===== config.mk =====
export PLATFORM = sky130hd
export DESIGN_NAME = quoted_string_unescape_utf8_core
export DESIGN_NICKNAME = d
export VERILOG_FILES = /design/src/design/qsu_pkg.sv /design/src/design/qsu_front.sv /design/src/design/qsu_queue.sv /design/src/design/qsu_back.sv /design/src/design/quoted_string_unescape_utf8_core.sv
export SDC_FILE = /design/constraint.sdc
export NUM_CORES = 1
export LEC_CHECK = 0
export BUFFER_PORTS_ARGS = -buffer_cell sky130_fd_sc_hd__buf_2
export CORE_ASPECT_RATIO = 0.7
export CORE_UTILIZATION = 30
export DETAILED_ROUTE_END_ITERATION = 6
export GPL_TIMING_DRIVEN = 0
export PLACE_DENSITY = 0.51
export RECOVER_POWER = 100
export REMOVE_ABC_BUFFERS = 1
export SLEW_MARGIN = 30
export SYNTH_ARGS = -nofsm -noshare
export SYNTH_HDL_FRONTEND = slang
export SYNTH_SLANG_ARGS = --single-unit

===== constraint.sdc =====
create_clock -name clock -period 5.75 [get_ports clock]
set_input_delay 0.2875 -clock clock [delete_from_list [all_inputs] [get_ports clock]]
set_output_delay 0.2875 -clock clock [all_outputs]
set_load 0.01 [all_outputs]

===== src/design/qsu_pkg.sv =====
// ----------------------------------------------------------------------------
// qsu_pkg
// Shared types and constants for the quoted string unescaper.
// ----------------------------------------------------------------------------
`default_nettype none

package qsu_pkg;

   localparam int unsigned MAX_CAPACITY    = 256;
   localparam int unsigned QUEUE_DEPTH_DEF = 4;
   localparam logic [8:0]  CAP_RESET       = 9'd128;

   localparam logic [1:0] ST_DATA = 2'd0;
   localparam logic [1:0] ST_DONE = 2'd1;
   localparam logic [1:0] ST_ERR  = 2'd2;

   typedef struct packed {
      logic [1:0]      status;
      logic [1:0]      last_idx;
      logic [3:0][7:0] bytes;
   } qsu_entry_type;

endpackage

`default_nettype wire


===== src/design/qsu_front.sv =====
// ----------------------------------------------------------------------------
// qsu_front
// Parser: accepts string bytes, tracks escape state, builds result groups.
// ----------------------------------------------------------------------------
`default_nettype none

module qsu_front
   import qsu_pkg::*;
(
   input  wire logic          clock,
   input  wire logic          reset,
   input  wire logic          csr_we,
   input  wire logic [8:0]    csr_out_capacity,
   input  wire logic          accept,
   input  wire logic [7:0]    in_byte,
   input  wire logic          start_req,
   output qsu_entry_type      ent,
   output logic               ent_valid
);

   localparam logic [8:0] CAP_LIMIT = (MAX_CAPACITY > 256) ? 9'd256 : 9'(MAX_CAPACITY);

   localparam logic [7:0] CH_QUOTE = 8'h22;
   localparam logic [7:0] CH_BSL   = 8'h5c;
   localparam logic [7:0] CH_N     = 8'h6e;
   localparam logic [7:0] CH_R     = 8'h72;
   localparam logic [7:0] CH_T     = 8'h74;
   localparam logic [7:0] CH_LU    = 8'h75;
   localparam logic [7:0] CH_UU    = 8'h55;

   typedef enum logic [3:0] {
      MODE_IDLE = 4'b0001,
      MODE_BODY = 4'b0010,
      MODE_ESC  = 4'b0100,
      MODE_HEX  = 4'b1000
   } qsu_mode_type;

   qsu_mode_type mode_ff, mode_in;
   logic [3:0]   hex_left_ff, hex_left_in;
   logic [31:0]  code_acc_ff, code_acc_in;
   logic [7:0]   byte_count_ff, byte_count_in;
   logic [8:0]   cap_ff, cap_in;

   logic [8:0]      eff_cap;
   logic            do_fail, do_emit;
   logic [2:0]      cnt;
   logic [3:0][7:0] grp;
   logic [8:0]      sum;
   logic            hex_ok;
   logic [3:0]      nibble;
   logic [31:0]     acc_next;
   logic [3:0]      hl_next;
   logic [20:0]     cp;

   assign eff_cap = (cap_ff > CAP_LIMIT) ? CAP_LIMIT : cap_ff;
   assign cap_in  = csr_we ? csr_out_capacity : cap_ff;

   always_comb begin
      hex_ok = 1'b1;
      nibble = 4'd0;
      if (in_byte inside {[8'h30:8'h39]}) begin
         nibble = in_byte[3:0];
      end else if (in_byte inside {[8'h61:8'h66], [8'h41:8'h46]}) begin
         nibble = in_byte[3:0] + 4'd9;
      end else begin
         hex_ok = 1'b0;
      end
   end

   assign acc_next = {code_acc_ff[27:0], nibble};
   assign hl_next  = hex_left_ff - 4'd1;
   assign cp       = acc_next[20:0];

   always_comb begin
      mode_in       = mode_ff;
      hex_left_in   = hex_left_ff;
      code_acc_in   = code_acc_ff;
      byte_count_in = byte_count_ff;
      ent           = '0;
      ent_valid     = 1'b0;
      do_fail       = 1'b0;
      do_emit       = 1'b0;
      cnt           = 3'd1;
      grp           = '0;
      sum           = '0;

      if (accept) begin
         if (start_req) begin
            byte_count_in = '0;
            hex_left_in   = '0;
            code_acc_in   = '0;
            if (in_byte != CH_QUOTE) begin
               do_fail = 1'b1;
            end else begin
               mode_in = MODE_BODY;
            end
         end else begin
            case (mode_ff)
               MODE_BODY: begin
                  if (in_byte == 8'h00) begin
                     do_fail = 1'b1;
                  end else if (in_byte == CH_QUOTE) begin
                     mode_in       = MODE_IDLE;
                     ent_valid     = 1'b1;
                     ent.status    = ST_DONE;
                     ent.bytes[0]  = byte_count_ff;
                  end else if (in_byte == CH_BSL) begin
                     mode_in = MODE_ESC;
                  end else begin
                     grp[0]  = in_byte;
                     do_emit = 1'b1;
                  end
               end
               MODE_ESC: begin
                  mode_in = MODE_BODY;
                  case (in_byte)
                     CH_LU: begin
                        mode_in     = MODE_HEX;
                        hex_left_in = 4'd4;
                        code_acc_in = '0;
                     end
                     CH_UU: begin
                        mode_in     = MODE_HEX;
                        hex_left_in = 4'd8;
                        code_acc_in = '0;
                     end
                     CH_N: begin
                        grp[0]  = 8'h0a;
                        do_emit = 1'b1;
                     end
                     CH_R: begin
                        grp[0]  = 8'h0d;
                        do_emit = 1'b1;
                     end
                     CH_T: begin
                        grp[0]  = 8'h09;
                        do_emit = 1'b1;
                     end
                     CH_BSL, CH_QUOTE: begin
                        grp[0]  = in_byte;
                        do_emit = 1'b1;
                     end
                     default: begin
                        do_fail = 1'b1;
                     end
                  endcase
               end
               MODE_HEX: begin
                  if (!hex_ok) begin
                     do_fail = 1'b1;
                  end else if (hl_next != 4'd0) begin
                     code_acc_in = acc_next;
                     hex_left_in = hl_next;
                  end else begin
                     code_acc_in = '0;
                     hex_left_in = '0;
                     mode_in     = MODE_BODY;
                     if (acc_next > 32'h0010ffff) begin
                        do_fail = 1'b1;
                     end else if (acc_next <= 32'h0000007f) begin
                        grp[0] = {1'b0, cp[6:0]};
                        cnt    = 3'd1;
                        do_emit = 1'b1;
                     end else if (acc_next <= 32'h000007ff) begin
                        grp[0] = {3'b110, cp[10:6]};
                        grp[1] = {2'b10, cp[5:0]};
                        cnt    = 3'd2;
                        do_emit = 1'b1;
                     end else if (acc_next <= 32'h0000ffff) begin
                        grp[0] = {4'b1110, cp[15:12]};
                        grp[1] = {2'b10, cp[11:6]};
                        grp[2] = {2'b10, cp[5:0]};
                        cnt    = 3'd3;
                        do_emit = 1'b1;
                     end else begin
                        grp[0] = {5'b11110, cp[20:18]};
                        grp[1] = {2'b10, cp[17:12]};
                        grp[2] = {2'b10, cp[11:6]};
                        grp[3] = {2'b10, cp[5:0]};
                        cnt    = 3'd4;
                        do_emit = 1'b1;
                     end
                  end
               end
               default: begin
               end
            endcase
         end

         if (do_emit) begin
            sum = {1'b0, byte_count_ff} + {6'd0, cnt};
            if (sum >= eff_cap) begin
               do_fail = 1'b1;
            end else begin
               ent_valid     = 1'b1;
               ent.status    = ST_DATA;
               ent.last_idx  = 2'(cnt - 3'd1);
               ent.bytes     = grp;
               byte_count_in = sum[7:0];
            end
         end

         if (do_fail) begin
            mode_in     = MODE_IDLE;
            hex_left_in = '0;
            code_acc_in = '0;
            ent_valid   = 1'b1;
            ent         = '0;
            ent.status  = ST_ERR;
         end
      end
   end

   always_ff @(posedge clock) begin
      if (reset) begin
         mode_ff       <= MODE_IDLE;
         hex_left_ff   <= '0;
         code_acc_ff   <= '0;
         byte_count_ff <= '0;
         cap_ff        <= CAP_RESET;
      end else begin
         mode_ff       <= mode_in;
         hex_left_ff   <= hex_left_in;
         code_acc_ff   <= code_acc_in;
         byte_count_ff <= byte_count_in;
         cap_ff        <= cap_in;
      end
   end

endmodule

`default_nettype wire


===== src/design/qsu_queue.sv =====
// ----------------------------------------------------------------------------
// qsu_queue
// Short queue of result groups between the parser and the output sequencer.
// ----------------------------------------------------------------------------
`default_nettype none

module qsu_queue
   import qsu_pkg::*;
#(
   parameter int unsigned DEPTH = QUEUE_DEPTH_DEF
) (
   input  wire logic                       clock,
   input  wire logic                       reset,
   input  wire logic                       push,
   input  wire qsu_entry_type              push_ent,
   input  wire logic                       pop,
   output qsu_entry_type                   head,
   output logic [$clog2(DEPTH+1)-1:0]      count
);

   localparam int unsigned PTR_W = (DEPTH > 1) ? $clog2(DEPTH) : 1;
   localparam int unsigned CNT_W = $clog2(DEPTH+1);

   qsu_entry_type          mem_ff [DEPTH];
   logic [PTR_W-1:0]       wr_ptr_ff, wr_ptr_in;
   logic [PTR_W-1:0]       rd_ptr_ff, rd_ptr_in;
   logic [CNT_W-1:0]       count_ff, count_in;

   function automatic logic [PTR_W-1:0] ptr_inc(input logic [PTR_W-1:0] p);
      ptr_inc = (p == PTR_W'(DEPTH-1)) ? '0 : p + PTR_W'(1);
   endfunction

   assign head  = mem_ff[rd_ptr_ff];
   assign count = count_ff;

   always_comb begin
      wr_ptr_in = push ? ptr_inc(wr_ptr_ff) : wr_ptr_ff;
      rd_ptr_in = pop  ? ptr_inc(rd_ptr_ff) : rd_ptr_ff;
      count_in  = count_ff;
      if (push && !pop) begin
         count_in = count_ff + CNT_W'(1);
      end else if (pop && !push) begin
         count_in = count_ff - CNT_W'(1);
      end
   end

   always_ff @(posedge clock) begin
      if (push) begin
         mem_ff[wr_ptr_ff] <= push_ent;
      end
   end

   always_ff @(posedge clock) begin
      if (reset) begin
         wr_ptr_ff <= '0;
         rd_ptr_ff <= '0;
         count_ff  <= '0;
      end else begin
         wr_ptr_ff <= wr_ptr_in;
         rd_ptr_ff <= rd_ptr_in;
         count_ff  <= count_in;
      end
   end

endmodule

`default_nettype wire


===== src/design/qsu_back.sv =====
// ----------------------------------------------------------------------------
// qsu_back
// Output sequencer: presents each queued group one result at a time.
// ----------------------------------------------------------------------------
`default_nettype none

module qsu_back
   import qsu_pkg::*;
(
   input  wire logic          clock,
   input  wire logic          reset,
   input  wire qsu_entry_type head,
   input  wire logic          head_valid,
   input  wire logic          rsp_pop,
   output logic               q_pop,
   output logic               rsp_empty,
   output logic [7:0]         rsp_out_byte,
   output logic [1:0]         rsp_status,
   output logic [7:0]         rsp_out_length,
   output logic               rsp_last
);

   logic [1:0] idx_ff, idx_in;
   logic       take;

   assign rsp_empty      = !head_valid;
   assign rsp_status     = head.status;
   assign rsp_last       = (idx_ff == head.last_idx);
   assign rsp_out_byte   = (head.status == ST_DATA) ? head.bytes[idx_ff] : 8'd0;
   assign rsp_out_length = (head.status == ST_DONE) ? head.bytes[0] : 8'd0;

   assign take  = rsp_pop && head_valid;
   assign q_pop = take && rsp_last;

   always_comb begin
      idx_in = idx_ff;
      if (take) begin
         idx_in = rsp_last ? 2'd0 : idx_ff + 2'd1;
      end
   end

   always_ff @(posedge clock) begin
      if (reset) begin
         idx_ff <= '0;
      end else begin
         idx_ff <= idx_in;
      end
   end

endmodule

`default_nettype wire


===== src/design/quoted_string_unescape_utf8_core.sv =====
// ----------------------------------------------------------------------------
// quoted_string_unescape_utf8_core
// Quoted string unescaper with UTF-8 output.
// ----------------------------------------------------------------------------
// The block takes one string byte per cycle whenever full is low. Each
// byte is parsed in the cycle it is taken, and any results it causes go as one
// group into a QUEUE_DEPTH-entry queue. The output side presents one result per
// cycle while pop is high, so a byte giving one result keeps the stream at one
// byte per cycle; a \u or \U escape whose code point encodes to N UTF-8 bytes
// gives N results from one entry, and full rises once the queue fills behind it.
// Results reach the rsp_ ports in the cycle after the causing byte at best.
// ----------------------------------------------------------------------------
`default_nettype none

module quoted_string_unescape_utf8_core
   import qsu_pkg::*;
#(
   parameter int unsigned QUEUE_DEPTH = QUEUE_DEPTH_DEF
) (
   input  wire logic          clock,
   input  wire logic          reset,
   input  wire logic          csr_we,
   input  wire logic [8:0]    csr_out_capacity,
   input  wire logic          push,
   output logic               full,
   input  wire logic [7:0]    req_in_byte,
   input  wire logic          req_start_req,
   output logic               empty,
   input  wire logic          pop,
   output logic [7:0]         rsp_out_byte,
   output logic [1:0]         rsp_status,
   output logic [7:0]         rsp_out_length,
   output logic               rsp_last
);

   localparam int unsigned CNT_W = $clog2(QUEUE_DEPTH+1);

   qsu_entry_type    ent, head;
   logic             ent_valid;
   logic             accept;
   logic             q_pop;
   logic [CNT_W-1:0] q_count;

   assign full   = (q_count == CNT_W'(QUEUE_DEPTH));
   assign accept = push && !full;

   qsu_front u_front (
      .clock            (clock),
      .reset            (reset),
      .csr_we           (csr_we),
      .csr_out_capacity (csr_out_capacity),
      .accept           (accept),
      .in_byte          (req_in_byte),
      .start_req        (req_start_req),
      .ent              (ent),
      .ent_valid        (ent_valid)
   );

   qsu_queue #(
      .DEPTH (QUEUE_DEPTH)
   ) u_queue (
      .clock    (clock),
      .reset    (reset),
      .push     (ent_valid),
      .push_ent (ent),
      .pop      (q_pop),
      .head     (head),
      .count    (q_count)
   );

   qsu_back u_back (
      .clock          (clock),
      .reset          (reset),
      .head           (head),
      .head_valid     (q_count != '0),
      .rsp_pop        (pop),
      .q_pop          (q_pop),
      .rsp_empty      (empty),
      .rsp_out_byte   (rsp_out_byte),
      .rsp_status     (rsp_status),
      .rsp_out_length (rsp_out_length),
      .rsp_last       (rsp_last)
   );

   a_count_bound: assert property (@(posedge clock) disable iff (reset)
      q_count <= CNT_W'(QUEUE_DEPTH))
      else $error("queue count beyond depth");

   a_status_last: assert property (@(posedge clock) disable iff (reset)
      (!empty && (rsp_status == ST_DONE || rsp_status == ST_ERR)) |-> rsp_last)
      else $error("completion or error result not marked last");

   a_group_holds: assert property (@(posedge clock) disable iff (reset)
      (pop && !empty && !rsp_last) |=> !empty)
      else $error("group cut short");

   a_no_push_full: assert property (@(posedge clock) disable iff (reset)
      (full && !$past(q_pop)) |-> !ent_valid)
      else $error("queue written while full");

endmodule

`default_nettype wire

# == Yosys cells after proc, flatten, opt, wreduce, memory -nomap -nowiden ==
# Memories as Yosys holds them, arrays and structs flattened. A register that Yosys moved wholly into a read port is not among the register bits.
# Index checks and enable logic that the tools add are counted.
# word_totals
register_bits,62
latch_bits,0
ramBits,144
mem_bits_ro,0
output_inout_bits,21
mem_count,1
# memory_table
memory,depth,width,read_ports,rd_ports_with_merged_regs,wr,line_no,rtl
u_queue.mem_ff,4,36,1,1,1,qsu_queue.sv:24,qsu_entry_type mem_ff [DEPTH];
# classes
n_addsub,9
n_mul,0
div,0
magnitude_cmp,13
eq_ne,23
n_shift,0
mux,109
n_bitwise,0
n_reduce_logical,27
# ops
cell,n
$mux W36,4
$mux W28,5
$mux W32,4
$mux W8,15
$mux W4,15
$pmux W28 S2,1
$eq A8 B7 Y1 const B,6
$mux W24,2
$mux W3,11
$gt A32 B21 Y1 const B,1
$le A32 B11 Y1 const B,1
$le A32 B16 Y1 const B,1
$le A32 B7 Y1 const B,1
$mux W1,32
$mux W16,2
$pmux W8 S4,1
$pmux W8 S3,1
$mux W22,1
$bmux W8 S2,1
$ge A8 B7 Y1 const B,2
$le A8 B7 Y1 const B,2
$mux W2,8
$pmux W4 S2,2
$pmux W4 S3,1
other kinds (42),61

# == Longest topological paths before layout ==
# depth
depth_word,26
depth_mapped,27

# == Cells and area by module ==
# From an unflattened synthesis, not the netlist that was laid out.
# hier_totals
hier_cells,790
area_unflattened_um2,10229.8
# by_module_without_submodules
mod,n_inst,cells_per_inst,area_each_um2,seq_area_each_um2
qsu_queue,1,230,5676.7,4504.3
qsu_front,1,511,4052.6,1061.0
qsu_back,1,46,475.5,40.0
quoted_string_unescape_utf8_core,1,3,25.0,0.0

# == Worst setup path before layout ==
# OpenSTA, ideal clock, no wires.
# synth_timing
kind,reg-to-reg
startpoint,reg u_front.hex_left_ff[0]
endpoint,mem u_queue.mem_ff[0][11] (netlist bit) (data pin)
setup_time_ns,0.217
t_arrival_ns,4.997
required_time_ns,5.533
path_slack_ns,0.536
stages_incl_launch_ff,23
path_buffers,1
synth_period_minus_slack_ns,5.214
cell_sequence,dfxtp_1 -> inv_1 -> ha_1 -> or3b_1 -> o31ai_4 -> nand4_2 -> buf_2 -> or3_1 -> nor2_1 -> inv_1 -> fa_1 -> nor2b_1 -> o21ai_0 -> inv_1 -> nand3_1 -> xnor2_1 -> ha_1 -> a21o_1 -> a221oi_1 -> o31ai_1 -> a221oi_4 -> nand3_2 -> a211oi_1
# synth_rtl
item,line_no,rtl
"start, declared",qsu_front.sv:39,"logic [3:0] hex_left_ff, hex_left_in;"
"start signal, assigned",qsu_front.sv:223,hex_left_ff <= hex_left_in;
"end, declared",qsu_queue.sv:24,

==> impl_metrics.env <==
export IMPL_syn_area_um2=9950
export IMPL_synthArstFlopShare_pct=0
export IMPL_p_leak_nw=3.86
export IMPL_critPathKind="flip-flop to flip-flop"
export IMPL_yosys_cell_types_count=83
export IMPL_worst_slew_pin_transition_ns=2.57
export IMPL_status="finished with violations"
export IMPL_synth_yosys_seq_area_share_pct=52.7
export IMPL_setup_tns_ns=0
export IMPL_cts_made_buffers=17
export IMPL_fin_cells=1287
export IMPL_die_x_um=220
export IMPL_vias=6683
export IMPL_antenna_found_initial=0
export IMPL_hp_class="input port to flip-flop"
export IMPL_path_buf_inv=5
export IMPL_setup_slack_ns=0.266
export IMPL_cp_startpoint="u_front.hex_left_ff[0]$_SDFFE_PP0P_"
export IMPL_core_area_um2=32500
export IMPL_syn_inst=811
export IMPL_die_area_um2=33900
export IMPL_drcViolationCount=2
export IMPL_path_common_cell="inv_1"
export IMPL_crit_path_start_kind="flip-flop"
export IMPL_dp_hpwl_mm=16.9
export IMPL_path_delay_family="compound AO/OA/AOI/OAI gates"
export IMPL_clock_fmax_mhz=182
export IMPL_critPathMaxFanout=14
export IMPL_cap_violations=4
export IMPL_dpl_cell_count=1239
export IMPL_dieHeight_um=154
export IMPL_use_met1_pct=24.1
export IMPL_hold_violations=0
export IMPL_clk_pin_slew_ns=0.08
export IMPL_post_route_period_util_pct=95.4
export IMPL_slowest_delay_ns=0.46
export IMPL_yosys_warnings=0
export IMPL_routed_via_density=5.19
export IMPL_grt_overflow_total=0
export IMPL_grt_pass1_wl_mm=39.6
export IMPL_cts_htree_levels=4
export IMPL_n_antenna_cell=0
export IMPL_post_route_min_period_ns=5.48
export IMPL_setup_viol=0
export IMPL_worstHoldStart="csr_out_capacity[7]"
export IMPL_drive_gt1_share_pct=20.3
export IMPL_rows=55
export IMPL_root_buffer="clkbuf_16"
export IMPL_crit_chain="inv_1 > ha_1 > or3b_1 > o31ai_4 > nand4_4 > or3_1 > nor2_2 > inv_1 > fa_1 > nor2b_1 > o21ai_1 > inv_1 > nand3_1 > xnor2_1 > ha_1 > a21o_1 > a221oi_2 > o31ai_2 > a221oi_4 > nand3_4 > buf_12 > inv_2 > o221a_2"
export IMPL_port_buffers=43
export IMPL_cts_tree="built"
export IMPL_required_ns=6.05
export IMPL_synth_edf_count=132
export IMPL_grt_max_degree=78
export IMPL_nets=896
export IMPL_postRouteWirelength_mm=25.4
export IMPL_gp_congestion=0.781
export IMPL_critPathSlowestCell="fa_1"
export IMPL_syn2layout_area_growth_pct=15.6
export IMPL_slew_viol_final=98
export IMPL_violations="design-rule violations, max-capacitance violations, max-slew violations"
export IMPL_grt_pass1_vias=6374
export IMPL_grt_use_met2_pct=21.8
export IMPL_maxSlewHeadroom_pct=-71.3
export IMPL_avgRoutedWirePerCell_um=19.7
export IMPL_clock_sinks=196
export IMPL_drt_pass1_iter_count=7
export IMPL_worstReg2RegStart="u_front.hex_left_ff[0]$_SDFFE_PP0P_"
export IMPL_pin_count=44
export IMPL_clockBufferDepth=2
export IMPL_clock_latency_ns=0.45
export IMPL_top_usage_layer="met1"
export IMPL_critPathArrivalTime_ns=5.78
export IMPL_ys_ff_latch=196
export IMPL_irDropWorstVdd_uv=196
export IMPL_start_util_pct=30.6
export IMPL_drt_initial_drc_count=599
export IMPL_post_place_ws_ns=-1.18
export IMPL_cts_hold_buf=0
export IMPL_synth_ff_type="edfxtp_1"
export IMPL_worst_clock_skew_ns=0.0135
export IMPL_antenna_left=0
export IMPL_end_kind="flip-flop"
export IMPL_synth_avg_cell_area_um2=12.3
export IMPL_grtUsageTotal_pct=15.7
export IMPL_powerDensity_nw_per_um2=289
export IMPL_gr_usage_met3_pct=3.76
-- state kept, by name (all words and copies together), names as in the netlist, named ones only --
name / flops
u_back.idx_ff: 2
u_front.byte_count_ff: 8
u_front.cap_ff: 9
u_front.code_acc_ff: 28
u_front.hex_left_ff: 4
u_front.mode_ff: 4
u_queue.count: 3
u_queue.mem_ff: 132
u_queue.rd_ptr_ff: 2
u_queue.wr_ptr_ff: 2
-- path summary, 6_finish.rpt --
| kind | endpoint | slack, ns | cells past startpoint |
|---|---|---|---|
| setup / recovery | u_queue.mem_ff[3][21]$_DFFE_PP_ | 0.27 | 23 |
| hold / removal | u_front.cap_ff[7]$_SDFFE_PP1P_ | 0.05 | 2 |
| setup reg to reg | u_queue.mem_ff[3][21]$_DFFE_PP_ | 0.27 | 23 |
| hold reg to reg | u_front.code_acc_ff[26]$_SDFFE_PP0P_ | 0.48 | 2 |
-- synth_stat cells, types with 5 or more instances --
cell        n  area share (%)
nor2b_1    14            0.88
edfxtp_1  132              40
nand4_1    35             2.2
clkbuf_1   32             1.2
a21oi_1    26             1.3
nand2b_1   51             3.2
xor2_1      7            0.62
ha_1       24             3.0
a22o_1      6            0.53
nand3_1    10            0.50
and3_1      5            0.31
o21ai_0    20             1.0
xnor2_1     8            0.70
mux2i_1    45             4.5
dfxtp_1    64              13
nand2_1    27             1.0
nor2_1     61             2.3
and2_1     17             1.1
buf_2       9            0.45
mux4_2     40             9.1
a22oi_1     9            0.68
o32ai_1     8            0.70
nor3_1     23             1.2
or3_1       9            0.57
o21a_1      5            0.38
inv_1      22            0.83
-- metrics by stage --
stage	hold slack [ns]	power (W)	area [µm²]	utilization, %
floorplan	0.357	0.00193	9710	-
global placement	0.460	0.00209	10500	32.2
detailed placement	0.475	0.00213	10700	33.1
CTS	0.0277	0.00339	11600	35.6
global route	0.0323	0.00348	11500	35.4
finish	0.0496	0.00333	11500	35.4
-- metal layers --
layer | vias up | wire (µm)
met5 | - | 0
met4 | 0 | 180
met3 | 14 | 1190
met2 | 125 | 10800
met1 | 3367 | 13200
li1 | 3177 | -
-- power by group --
part | total, W | switching, W | internal (W) | leakage, nW
clock network | 0.00125 | 0.000589 | 0.000664 | 0.298
logic | 0.000483 | 0.000259 | 0.000224 | 1.79
registers | 0.00159 | 0.0000471 | 0.00155 | 1.77
total | 0.00333 | 0.000895 | 0.00243 | 3.86
-- layout by cell type (no fill, tap or decap), types with 12 or more instances in the layout --
cell type,netlist,layout
a21oi_1,26,24
buf_2,9,30
buf_4,2,13
clkbuf_1,32,19
clkbuf_16,0,17
dfxtp_1,64,60
edfxtp_1,132,132
ha_1,24,24
inv_1,22,21
mux2i_1,45,45
mux4_2,40,40
nand2_1,27,27
nand2b_1,51,51
nand4_1,35,35
nor2_1,61,53
nor2b_1,14,12
nor3_1,23,19
o21ai_0,20,19
-- cells by family after synthesis --
logic type | share of synthesized area [%]
AO/OA/AOI/OAI | 9.37
XOR/XNOR | 1.32
adder cells (fa/ha/maj) | 3.42
buffers and inverters | 3.41
flip-flops | 52.7
multiplexers | 13.8
AND/OR/NAND/NOR | 16.0
-- area by class of cell --
| class | instances | area [µm²] |
|---|---|---|
| Fill cell | 3193 | 21000 |
| Sequential cell | 196 | 5250 |
| Multi-Input combinational cell | 540 | 4540 |
| Tap cell | 427 | 534 |
| Timing Repair Buffer | 67 | 465 |
| Clock buffer | 18 | 429 |
| Clock inverter | 14 | 185 |
| Inverter | 25 | 93.8 |
-- what timing repair did --
action | CTS | global route
cloned | 2 | 0
resized for setup | 24 | 10
setup buffers | 7 | 7
endpoints found under the setup margin | 171 | 171
pin swaps | 6 | 4
(Power assumes the default switching activity.)
